===== config.mk =====
export PLATFORM = sky130hd
export DESIGN_NAME = minmax_envelope_decimator
export DESIGN_NICKNAME = d
export VERILOG_FILES = /design/src/sv/mmed_pkg.sv /design/src/sv/mmed_regs.sv /design/src/sv/mmed_ctrl.sv /design/src/sv/mmed_dp.sv /design/src/sv/minmax_envelope_decimator.sv
export SDC_FILE = /design/constraint.sdc
export NUM_CORES = 2
export LEC_CHECK = 0
export BUFFER_PORTS_ARGS = -buffer_cell sky130_fd_sc_hd__clkbuf_2
export CORE_ASPECT_RATIO = 0.8
export CORE_MARGIN = 2
export CORE_UTILIZATION = 66
export DETAILED_ROUTE_END_ITERATION = 10
export GPL_TIMING_DRIVEN = 0
export MAX_ROUTING_LAYER = met4
export PLACE_DENSITY_LB_ADDON = 0.05
export SYNTH_ARGS = -nofsm -noshare
export SYNTH_HDL_FRONTEND = slang
export SYNTH_SLANG_ARGS = --single-unit

===== constraint.sdc =====
create_clock -name aclk -period 8.3 [get_ports aclk]
set_input_delay 0.415 -clock aclk [delete_from_list [all_inputs] [get_ports aclk]]
set_output_delay 0.415 -clock aclk [all_outputs]
set_load 0.05 [all_outputs]

===== src/sv/mmed_pkg.sv =====
package mmed_pkg;

    localparam int SAMPLE_BITS = 16;
    localparam int MAX_COLUMNS = 4096;
    localparam int MAX_RESULTS = 33;

    localparam int COL_W   = 12;
    localparam int CCNT_W  = 13;
    localparam int IDX_W   = 24;
    localparam int ROW_W   = 13;
    localparam int HH_W    = 12;
    localparam int STEP_W  = 32;
    localparam int OFS_W   = 16;
    localparam int FRAC_W  = 16;
    // (column + offset) * step: 17-bit index times 32-bit step
    localparam int POS_W   = 49;
    localparam int RES_W   = 6;
    localparam int ADDR_W  = 5;
    localparam int DATA_W  = 32;
    localparam int OUT_W   = 40;

    localparam logic [2:0] REG_BIN_STEP     = 3'd0;
    localparam logic [2:0] REG_PIXEL_OFFSET = 3'd1;
    localparam logic [2:0] REG_COLUMN_COUNT = 3'd2;
    localparam logic [2:0] REG_SAMPLE_TOTAL = 3'd3;
    localparam logic [2:0] REG_HALF_HEIGHT  = 3'd4;

    localparam logic [SAMPLE_BITS:0] FULL_SCALE = (SAMPLE_BITS+1)'(1) << (SAMPLE_BITS - 1);

    typedef logic signed [SAMPLE_BITS-1:0] sample_t;

    typedef struct packed {
        logic [STEP_W-1:0] bin_step;
        logic [OFS_W-1:0]  pixel_offset;
        logic [CCNT_W-1:0] column_count;
        logic [IDX_W-1:0]  sample_total;
        logic [HH_W-1:0]   half_height;
    } cfg_t;

    typedef enum logic [7:0] {
        ST_INIT  = 8'b0000_0001,
        ST_START = 8'b0000_0010,
        ST_OPEN  = 8'b0000_0100,
        ST_PRIME = 8'b0000_1000,
        ST_CHECK = 8'b0001_0000,
        ST_RUN   = 8'b0010_0000,
        ST_EMIT  = 8'b0100_0000,
        ST_DONE  = 8'b1000_0000
    } state_t;

    typedef struct packed {
        logic init;
        logic start;
        logic open;
        logic prime;
        logic take;
        logic emit;
    } cmd_t;

    typedef struct packed {
        logic pending;
        logic cap;
        logic close_next;
        logic last;
        logic out_free;
    } sts_t;

    // row = (half_height * (full_scale - v)) >> (SAMPLE_BITS-1), kept to 13 bits
    function automatic logic [ROW_W-1:0] row_of(input logic [HH_W-1:0] hh, input sample_t v);
        logic [SAMPLE_BITS:0]      span;
        logic [HH_W+SAMPLE_BITS:0] prod;
        span = FULL_SCALE - {v[SAMPLE_BITS-1], v};
        prod = (HH_W+SAMPLE_BITS+1)'(hh) * (HH_W+SAMPLE_BITS+1)'(span);
        return prod[SAMPLE_BITS-1 +: ROW_W];
    endfunction

endpackage


===== src/sv/mmed_regs.sv =====
module mmed_regs (
    input  logic                        aclk,
    input  logic                        aresetn,
    input  logic                        psel,
    input  logic                        penable,
    input  logic                        pwrite,
    input  logic [mmed_pkg::ADDR_W-1:0] paddr,
    input  logic [mmed_pkg::DATA_W-1:0] pwdata,
    output logic [mmed_pkg::DATA_W-1:0] prdata,
    output logic                        pready,
    output mmed_pkg::cfg_t              cfg,
    output logic                        restart
);
    import mmed_pkg::*;

    cfg_t       cfg_reg;
    logic       wr;
    logic [2:0] reg_idx;

    assign pready  = 1'b1;
    assign reg_idx = paddr[ADDR_W-1:2];
    assign wr      = psel && penable && pwrite;
    assign cfg     = cfg_reg;

    // any write to a known register restarts the pass
    always_comb begin
        unique case (reg_idx)
            REG_BIN_STEP, REG_PIXEL_OFFSET, REG_COLUMN_COUNT,
            REG_SAMPLE_TOTAL, REG_HALF_HEIGHT: restart = wr;
            default: restart = 1'b0;
        endcase
    end

    always_ff @(posedge aclk) begin
        if (!aresetn) begin
            cfg_reg.bin_step     <= STEP_W'(65536);
            cfg_reg.pixel_offset <= '0;
            cfg_reg.column_count <= CCNT_W'(1024);
            cfg_reg.sample_total <= IDX_W'(1024);
            cfg_reg.half_height  <= HH_W'(128);
        end else if (wr) begin
            unique case (reg_idx)
                REG_BIN_STEP:     cfg_reg.bin_step     <= pwdata[STEP_W-1:0];
                REG_PIXEL_OFFSET: cfg_reg.pixel_offset <= pwdata[OFS_W-1:0];
                REG_COLUMN_COUNT: cfg_reg.column_count <= pwdata[CCNT_W-1:0];
                REG_SAMPLE_TOTAL: cfg_reg.sample_total <= pwdata[IDX_W-1:0];
                REG_HALF_HEIGHT:  cfg_reg.half_height  <= pwdata[HH_W-1:0];
                default: ;
            endcase
        end
    end

    always_comb begin
        unique case (reg_idx)
            REG_BIN_STEP:     prdata = DATA_W'(cfg_reg.bin_step);
            REG_PIXEL_OFFSET: prdata = DATA_W'(cfg_reg.pixel_offset);
            REG_COLUMN_COUNT: prdata = DATA_W'(cfg_reg.column_count);
            REG_SAMPLE_TOTAL: prdata = DATA_W'(cfg_reg.sample_total);
            REG_HALF_HEIGHT:  prdata = DATA_W'(cfg_reg.half_height);
            default:          prdata = '0;
        endcase
    end

endmodule


===== src/sv/mmed_ctrl.sv =====
module mmed_ctrl (
    input  logic           aclk,
    input  logic           aresetn,
    input  logic           restart,
    input  logic           s_tvalid,
    output logic           s_tready,
    input  mmed_pkg::sts_t sts,
    output mmed_pkg::cmd_t cmd
);
    import mmed_pkg::*;

    state_t state_reg;
    state_t state_next;

    assign s_tready = (state_reg == ST_RUN) || (state_reg == ST_DONE);

    always_comb begin
        state_next = state_reg;
        cmd        = '0;
        unique case (state_reg)
            ST_INIT: begin
                cmd.init   = 1'b1;
                state_next = ST_START;
            end
            ST_START: begin
                cmd.start  = 1'b1;
                state_next = ST_OPEN;
            end
            ST_OPEN: begin
                cmd.open   = 1'b1;
                state_next = ST_PRIME;
            end
            ST_PRIME: begin
                cmd.prime  = 1'b1;
                state_next = ST_CHECK;
            end
            ST_CHECK: begin
                // a full burst of results waits for the next word
                state_next = (sts.pending && !sts.cap) ? ST_EMIT : ST_RUN;
            end
            ST_RUN: begin
                if (s_tvalid) begin
                    cmd.take   = 1'b1;
                    state_next = sts.close_next ? ST_EMIT : ST_RUN;
                end
            end
            ST_EMIT: begin
                if (sts.out_free) begin
                    cmd.emit   = 1'b1;
                    state_next = sts.last ? ST_DONE : ST_OPEN;
                end
            end
            ST_DONE: ;
            default: state_next = ST_INIT;
        endcase
        if (restart) begin
            state_next = ST_INIT;
        end
    end

    always_ff @(posedge aclk) begin
        if (!aresetn) begin
            state_reg <= ST_INIT;
        end else begin
            state_reg <= state_next;
        end
    end

endmodule


===== src/sv/mmed_dp.sv =====
module mmed_dp (
    input  logic                             aclk,
    input  logic                             aresetn,
    input  mmed_pkg::cfg_t                   cfg,
    input  mmed_pkg::cmd_t                   cmd,
    output mmed_pkg::sts_t                   sts,
    input  logic [mmed_pkg::SAMPLE_BITS-1:0] s_tdata,
    output logic                             m_tvalid,
    input  logic                             m_tready,
    output logic [mmed_pkg::OUT_W-1:0]       m_tdata,
    output logic                             m_tlast
);
    import mmed_pkg::*;

    logic [POS_W-1:0]  pos_reg;      // raw start of the current bin, Q16
    logic [POS_W:0]    end_reg;      // raw end of the current bin, Q16
    logic [IDX_W-1:0]  s_reg;
    logic [IDX_W-1:0]  elo_reg;
    logic [IDX_W-1:0]  e_reg;
    logic [IDX_W-1:0]  idx_reg;
    logic [COL_W-1:0]  col_reg;
    logic [RES_W-1:0]  res_cnt_reg;
    sample_t           held_reg;
    sample_t           max_reg;
    sample_t           min_reg;

    logic              m_tvalid_reg;
    logic [COL_W-1:0]  m_col_reg;
    logic [ROW_W-1:0]  m_top_reg;
    logic [ROW_W-1:0]  m_bot_reg;
    logic              m_last_reg;

    logic [IDX_W-1:0]         t_eff;
    logic [IDX_W-1:0]         t_max;
    logic [CCNT_W-1:0]        cols_eff;
    logic [IDX_W-1:0]         idx_inc;
    logic [IDX_W-1:0]         s_inc;
    logic [IDX_W-1:0]         s_next;
    logic [IDX_W-1:0]         elo_next;
    logic [IDX_W-1:0]         e_next;
    logic [STEP_W+OFS_W-1:0]  ofs_prod;
    logic [POS_W-FRAC_W-1:0]  start_raw;
    logic [POS_W-FRAC_W:0]    end_raw;
    sample_t                  v;

    assign v        = sample_t'(s_tdata);
    assign t_eff    = (cfg.sample_total == '0) ? IDX_W'(1) : cfg.sample_total;
    assign t_max    = t_eff - IDX_W'(1);
    assign idx_inc  = idx_reg + IDX_W'(1);
    assign s_inc    = s_reg + IDX_W'(1);
    assign ofs_prod = (STEP_W+OFS_W)'(cfg.pixel_offset) * (STEP_W+OFS_W)'(cfg.bin_step);

    always_comb begin
        priority if (cfg.column_count == '0) begin
            cols_eff = CCNT_W'(1);
        end else if (cfg.column_count > CCNT_W'(MAX_COLUMNS)) begin
            cols_eff = CCNT_W'(MAX_COLUMNS);
        end else begin
            cols_eff = cfg.column_count;
        end
    end

    // bin limits, clamped to the stream
    always_comb begin
        start_raw = pos_reg[POS_W-1:FRAC_W];
        end_raw   = end_reg[POS_W:FRAC_W];
        s_next    = (start_raw > (POS_W-FRAC_W)'(t_max)) ? t_max : start_raw[IDX_W-1:0];
        elo_next  = (end_raw > (POS_W-FRAC_W+1)'(t_eff)) ? t_eff : end_raw[IDX_W-1:0];
        e_next    = (elo_reg < s_inc) ? s_inc : elo_reg;
    end

    always_comb begin
        sts.pending    = e_reg <= idx_reg;
        sts.cap        = res_cnt_reg == RES_W'(MAX_RESULTS);
        sts.close_next = (idx_reg < t_eff) ? (e_reg <= idx_inc) : (e_reg <= idx_reg);
        sts.last       = ({1'b0, col_reg} + CCNT_W'(1)) >= cols_eff;
        sts.out_free   = !m_tvalid_reg || m_tready;
    end

    always_ff @(posedge aclk) begin
        if (cmd.init) begin
            pos_reg     <= POS_W'(ofs_prod);
            idx_reg     <= '0;
            col_reg     <= '0;
            res_cnt_reg <= '0;
            held_reg    <= '0;
        end else if (cmd.start) begin
            end_reg <= (POS_W+1)'(pos_reg) + (POS_W+1)'(cfg.bin_step);
        end else if (cmd.open) begin
            s_reg   <= s_next;
            elo_reg <= elo_next;
            max_reg <= {1'b1, {(SAMPLE_BITS-1){1'b0}}};
            min_reg <= {1'b0, {(SAMPLE_BITS-1){1'b1}}};
        end else if (cmd.prime) begin
            e_reg <= e_next;
            // a new bin that starts behind the stream picks up the last word seen
            if ((idx_reg != '0) && (s_reg < idx_reg)) begin
                if (held_reg > max_reg) max_reg <= held_reg;
                if (held_reg < min_reg) min_reg <= held_reg;
            end
        end else if (cmd.take) begin
            res_cnt_reg <= '0;
            if (idx_reg < t_eff) begin
                if ((e_reg > idx_reg) && (s_reg <= idx_reg)) begin
                    if (v > max_reg) max_reg <= v;
                    if (v < min_reg) min_reg <= v;
                end
                held_reg <= v;
                idx_reg  <= idx_inc;
            end
        end else if (cmd.emit) begin
            res_cnt_reg <= res_cnt_reg + RES_W'(1);
            if (!sts.last) begin
                col_reg <= col_reg + COL_W'(1);
                pos_reg <= pos_reg + POS_W'(cfg.bin_step);
                end_reg <= end_reg + (POS_W+1)'(cfg.bin_step);
            end
        end
    end

    // output register
    always_ff @(posedge aclk) begin
        if (!aresetn) begin
            m_tvalid_reg <= 1'b0;
        end else if (cmd.emit) begin
            m_tvalid_reg <= 1'b1;
        end else if (m_tready) begin
            m_tvalid_reg <= 1'b0;
        end
    end

    always_ff @(posedge aclk) begin
        if (cmd.emit) begin
            m_col_reg  <= col_reg;
            m_top_reg  <= row_of(cfg.half_height, max_reg);
            m_bot_reg  <= row_of(cfg.half_height, min_reg);
            m_last_reg <= sts.last;
        end
    end

    assign m_tvalid = m_tvalid_reg;
    assign m_tdata  = {(OUT_W-COL_W-2*ROW_W)'(0), m_bot_reg, m_top_reg, m_col_reg};
    assign m_tlast  = m_last_reg;

endmodule


===== src/sv/minmax_envelope_decimator.sv =====
// channel   | dir | word
// s_        | in  | s_tdata[15:0] sample (Q1.15)
// m_        | out | m_tdata column[11:0], top_row[24:12], bottom_row[37:25]; m_tlast last_column
// apb       | in  | five config registers at byte addresses 0,4,8,12,16
//
// A sample takes one cycle while no column closes. Each column emitted passes the
// sequencer through emit, open, prime and check before the next sample is taken.
// Reset (aresetn low, synchronous) or any register write restarts the pass: init,
// start, open, prime and check run with s_tready low. A result waits in the output
// register while m_tready is low; samples keep flowing until the next column needs it.
module minmax_envelope_decimator (
    input  logic                             aclk,
    input  logic                             aresetn,
    input  logic                             s_tvalid,
    output logic                             s_tready,
    input  logic [mmed_pkg::SAMPLE_BITS-1:0] s_tdata,   // [15:0] sample
    output logic                             m_tvalid,
    input  logic                             m_tready,
    output logic [mmed_pkg::OUT_W-1:0]       m_tdata,   // column, top_row, bottom_row
    output logic                             m_tlast,
    input  logic                             psel,
    input  logic                             penable,
    input  logic                             pwrite,
    input  logic [mmed_pkg::ADDR_W-1:0]      paddr,
    input  logic [mmed_pkg::DATA_W-1:0]      pwdata,
    output logic [mmed_pkg::DATA_W-1:0]      prdata,
    output logic                             pready
);
    import mmed_pkg::*;

    cfg_t cfg;
    cmd_t cmd;
    sts_t sts;
    logic restart;

    mmed_regs u_regs (
        .aclk    (aclk),
        .aresetn (aresetn),
        .psel    (psel),
        .penable (penable),
        .pwrite  (pwrite),
        .paddr   (paddr),
        .pwdata  (pwdata),
        .prdata  (prdata),
        .pready  (pready),
        .cfg     (cfg),
        .restart (restart)
    );

    mmed_ctrl u_ctrl (
        .aclk     (aclk),
        .aresetn  (aresetn),
        .restart  (restart),
        .s_tvalid (s_tvalid),
        .s_tready (s_tready),
        .sts      (sts),
        .cmd      (cmd)
    );

    mmed_dp u_dp (
        .aclk     (aclk),
        .aresetn  (aresetn),
        .cfg      (cfg),
        .cmd      (cmd),
        .sts      (sts),
        .s_tdata  (s_tdata),
        .m_tvalid (m_tvalid),
        .m_tready (m_tready),
        .m_tdata  (m_tdata),
        .m_tlast  (m_tlast)
    );

endmodule


==> summary.md <==
| Metric | Value |
|---|---|
| Status | completed |
| Post-DP HPWL | 144000 microns |
| Netlist cell types | 92 |
| Worst clock skew | 0.0287 ns |
| Largest net degree at the start of global routing | 46 |
| GRT Total Usage | 0.423 |
| # setup viols final | 0 |
| Deepest clock path buffer count | 3 |
| Final wirelength | 176000 microns |
| Synthesized area per cell | 8.87 sq um |
| Setup TNS | 0 ns |
| Max cap viols | 0 |
| Critical Path RT | 8.65 ns |
| Share of layout cells above drive strength 1 | 0.0593 |
| Die Span X | 330 microns |
| Max Fanout on Critical Path | 10 |
| PD cells | 94.2 mW/mm^2 |
| Synth Flop Type | edfxtp_1 |
| First-pass GRT wire length | 270000 microns |
| Tcrit/Tclk final | 0.988 |
| Global Route met2 Usage | 0.559 |
| HP Class | in2reg |
| Mapped Area | 0.0560 sq mm |
| Measured slew at the worst slew-check pin | 1.31 ns |
| Finished Layout Cells | 7653 |
| Post-Synthesis Cells | 6314 |
| Synth Area in Simple Gates | 0.177 |
| CTS tree | yes |
| CTS root buf | clkbuf_16 |
| Area Overhead vs Synth | 7.21% |
| Leakage Power | 28.0 nW |
| Wire per inst | 23.0 microns |
| Crit Path Class | reg2reg |
| Fin nets | 7816 |
| Post-Layout Inst Area | 0.0600 sq mm |
| Hold Buf Count CTS | 0 |
| Num CTS Buffers | 45 |
| Effective utilization at floorplan | 0.666 |
| Fin. Hold Viols | 0 |
| Post-synth EDFFs | 241 |
| Peak supply drop | 0.000154 V |
| Clock Latency Late Sink | 0.63 ns |
| Reg clk slew, reported paths | 0.07 ns |
| Vias in the first global route | 45500 |
| Core Box Area | 0.0840 sq mm |
| Placed insts | 7562 |
| Setup ws final | 0.102 ns |
| IO buf count | 128 |
| Fmax | 0.122 GHz |
| Rows | 95 |
| Syn. warnings | 0 |
| Initial detailed-routing violation count | 5677 |
| Synth Area in Compound Gates | 0.0946 |
| Mux contribution to synthesized area | 0.0277 |
| Layout fillers | 6814 |
| Die ar. | 0.0872 sq mm |
| Met1 Usage GRT | 0.613 |
| Max-slew headroom | 0.126 |
| Antenna-violating nets left | 0 |
| Sequential area share after synthesis | 0.188 |
| Synthesis-stage register bit count | 406 |
| CP startpoint kind | register |
| Final count of pins violating max slew | 0 |
| Pre-CTS setup slack | -0.787 ns |
| Gr ovfl total | 0 |
| Placed cell areas | 0.0581 sq mm |
| Clock Sinks | 406 |
| DRT Pass-1 Iters | 6 |
| XOR/XNOR Fraction of Synth Area | 0.0482 |
| Initial antenna violation count | 17 |
| Vias per inst | 6.05 |
| Largest register FFs | 97 |
| H-tree Lvls | 2 |
| Critical Path End Type | register |
| CP arrival | 8.55 ns |
| Tot Pwr | 5.66 mW |
| Post-Synth Adder-Cell Area | 0.380 |
| GR peak layer | met1 |
| GPL Wtd Cong | 1.07 |
| Main combinational cell family by area after synthesis | adder cells |
| Fraction of registers with async set/reset | 0 |
| Global-route met3 utilization | 0.164 |
| Die Y | 265 microns |
| Fin crit period | 8.20 ns |
| DRC | 0 |
| Io pins | 136 |
| Via Count | 46300 |
## worst max-delay path, stage by stage (launching register included)
cell      delay [ns]
edfxtp_1        0.67
inv_1           0.32
ha_1            0.35
nand2_2         0.32
nor2_1          0.17
xnor2_4         0.41
clkbuf_2        0.40
nand2_1         0.12
fa_1            0.48
fa_1            0.52
inv_1           0.05
fa_1            0.48
inv_1           0.06
fa_1            0.53
inv_1           0.05
fa_1            0.47
ha_1            0.29
o21a_1          0.11
nor2_1          0.04
or2_2           0.29
o22ai_1         0.21
a311o_1         0.38
nand4_1         0.26
a311oi_1        0.44
a21o_1          0.22
a21oi_1         0.09
xnor2_1         0.16
## Yosys cell counts, types with 58 or more instances
| cell | number | share of area |
|---|---|---|
| nor2_1 | 265 | 0.018 |
| xor2_1 | 84 | 0.013 |
| nand4_1 | 79 | 0.0088 |
| dfxtp_1 | 165 | 0.059 |
| nor2b_1 | 58 | 0.0065 |
| a21boi_0 | 85 | 0.011 |
| o21ai_0 | 151 | 0.013 |
| inv_1 | 955 | 0.064 |
| ha_1 | 554 | 0.12 |
| nand2_1 | 1048 | 0.070 |
| edfxtp_1 | 241 | 0.13 |
| a21o_1 | 118 | 0.016 |
| xnor2_1 | 224 | 0.035 |
| nor3_1 | 65 | 0.0058 |
| mux2i_1 | 111 | 0.020 |
| fa_1 | 716 | 0.26 |
| a21oi_1 | 217 | 0.019 |
| clkbuf_1 | 276 | 0.018 |
| nand3_1 | 79 | 0.0071 |
| and2_1 | 344 | 0.038 |
## path summary, 6_finish.rpt
kind | startpoint | end | slack [ns] | depth (start not counted)
min | pwdata[19] | u_regs.cfg[84]$_SDFFE_PN0P_ | 0.04 | 3
max reg2reg | u_dp.max_reg[0]$_SDFFCE_PP0P_ | u_dp.m_top_reg[12]$_DFFE_PP_ | 0.10 | 26
max | u_dp.max_reg[0]$_SDFFCE_PP0P_ | u_dp.m_top_reg[12]$_DFFE_PP_ | 0.10 | 26
min reg2reg | u_dp.col_reg[1]$_SDFFE_PP0P_ | u_dp.m_col_reg[1]$_DFFE_PP_ | 0.52 | 0
## what timing repair did
item | 4_1_cts | 5_1_grt
setup endpoints to repair | 14 | 30
buffers inserted | 0 | 3
pin swaps | 0 | 1
gates resized for setup | 12 | 114
## logic make-up (layout without fill, tap and decap cells)
family	after synthesis	after routing
and+or+nand+nor	2115	2115
buffers and inverters	1251	1459
AOI/OAI and AO/OA	813	813
DFF	406	406
other	2	18
xor gates and xnor gates	308	308
muxes	149	149
adders and majority gates	1270	1270
## stage by stage
stage                     hold WS (ns)   util
after floorplan                  0.457      -
after global placement           0.495  0.691
after detailed placement         0.495  0.692
after CTS                       0.0159  0.712
after global routing            0.0672  0.714
final                           0.0374  0.714
## placed cells by master, fill, tap and decap left out, types with 85 or more instances in the layout
master	netlist	final
nand2_1	1048	1045
inv_1	955	955
fa_1	716	716
ha_1	554	554
and2_1	344	344
nor2_1	265	264
edfxtp_1	241	241
clkbuf_1	276	233
a21oi_1	217	216
xnor2_1	224	211
clkbuf_2	0	162
o21ai_0	151	150
dfxtp_1	165	145
a21o_1	118	118
mux2i_1	111	111
a21boi_0	85	85
## routing by layer
layer  vias up  wire, microns
met2      2582          68900
li1      20800              -
met4         0           3960
met3       243          27300
met5         -              0
met1     22700          75500
## power by group
| group | switching, mW | internal (mW) | total, mW | leakage [nW] |
|---|---|---|---|---|
| clock network | 0.974 | 1.24 | 2.21 | 0.792 |
| registers | 0.118 | 2.26 | 2.38 | 3.53 |
| logic | 0.704 | 0.357 | 1.06 | 23.7 |
## area by class of cell
| type | count | area [sq um] | share of cell area |
|---|---|---|---|
| clock buffer | 58 | 1320 | 0.0220 |
| multi-input combinational | 4658 | 40900 | 0.682 |
| inverter | 957 | 3590 | 0.0599 |
| timing repair buffer | 135 | 768 | 0.0128 |
| sequential | 406 | 10600 | 0.176 |
| clock inverter | 26 | 275 | 0.00458 |
| buffer | 283 | 1130 | 0.0189 |
| antenna | 15 | 37.5 | 0.000625 |
| tap | 1115 | 1400 | 0.0232 |
Power figures use the tool's default switching activity.
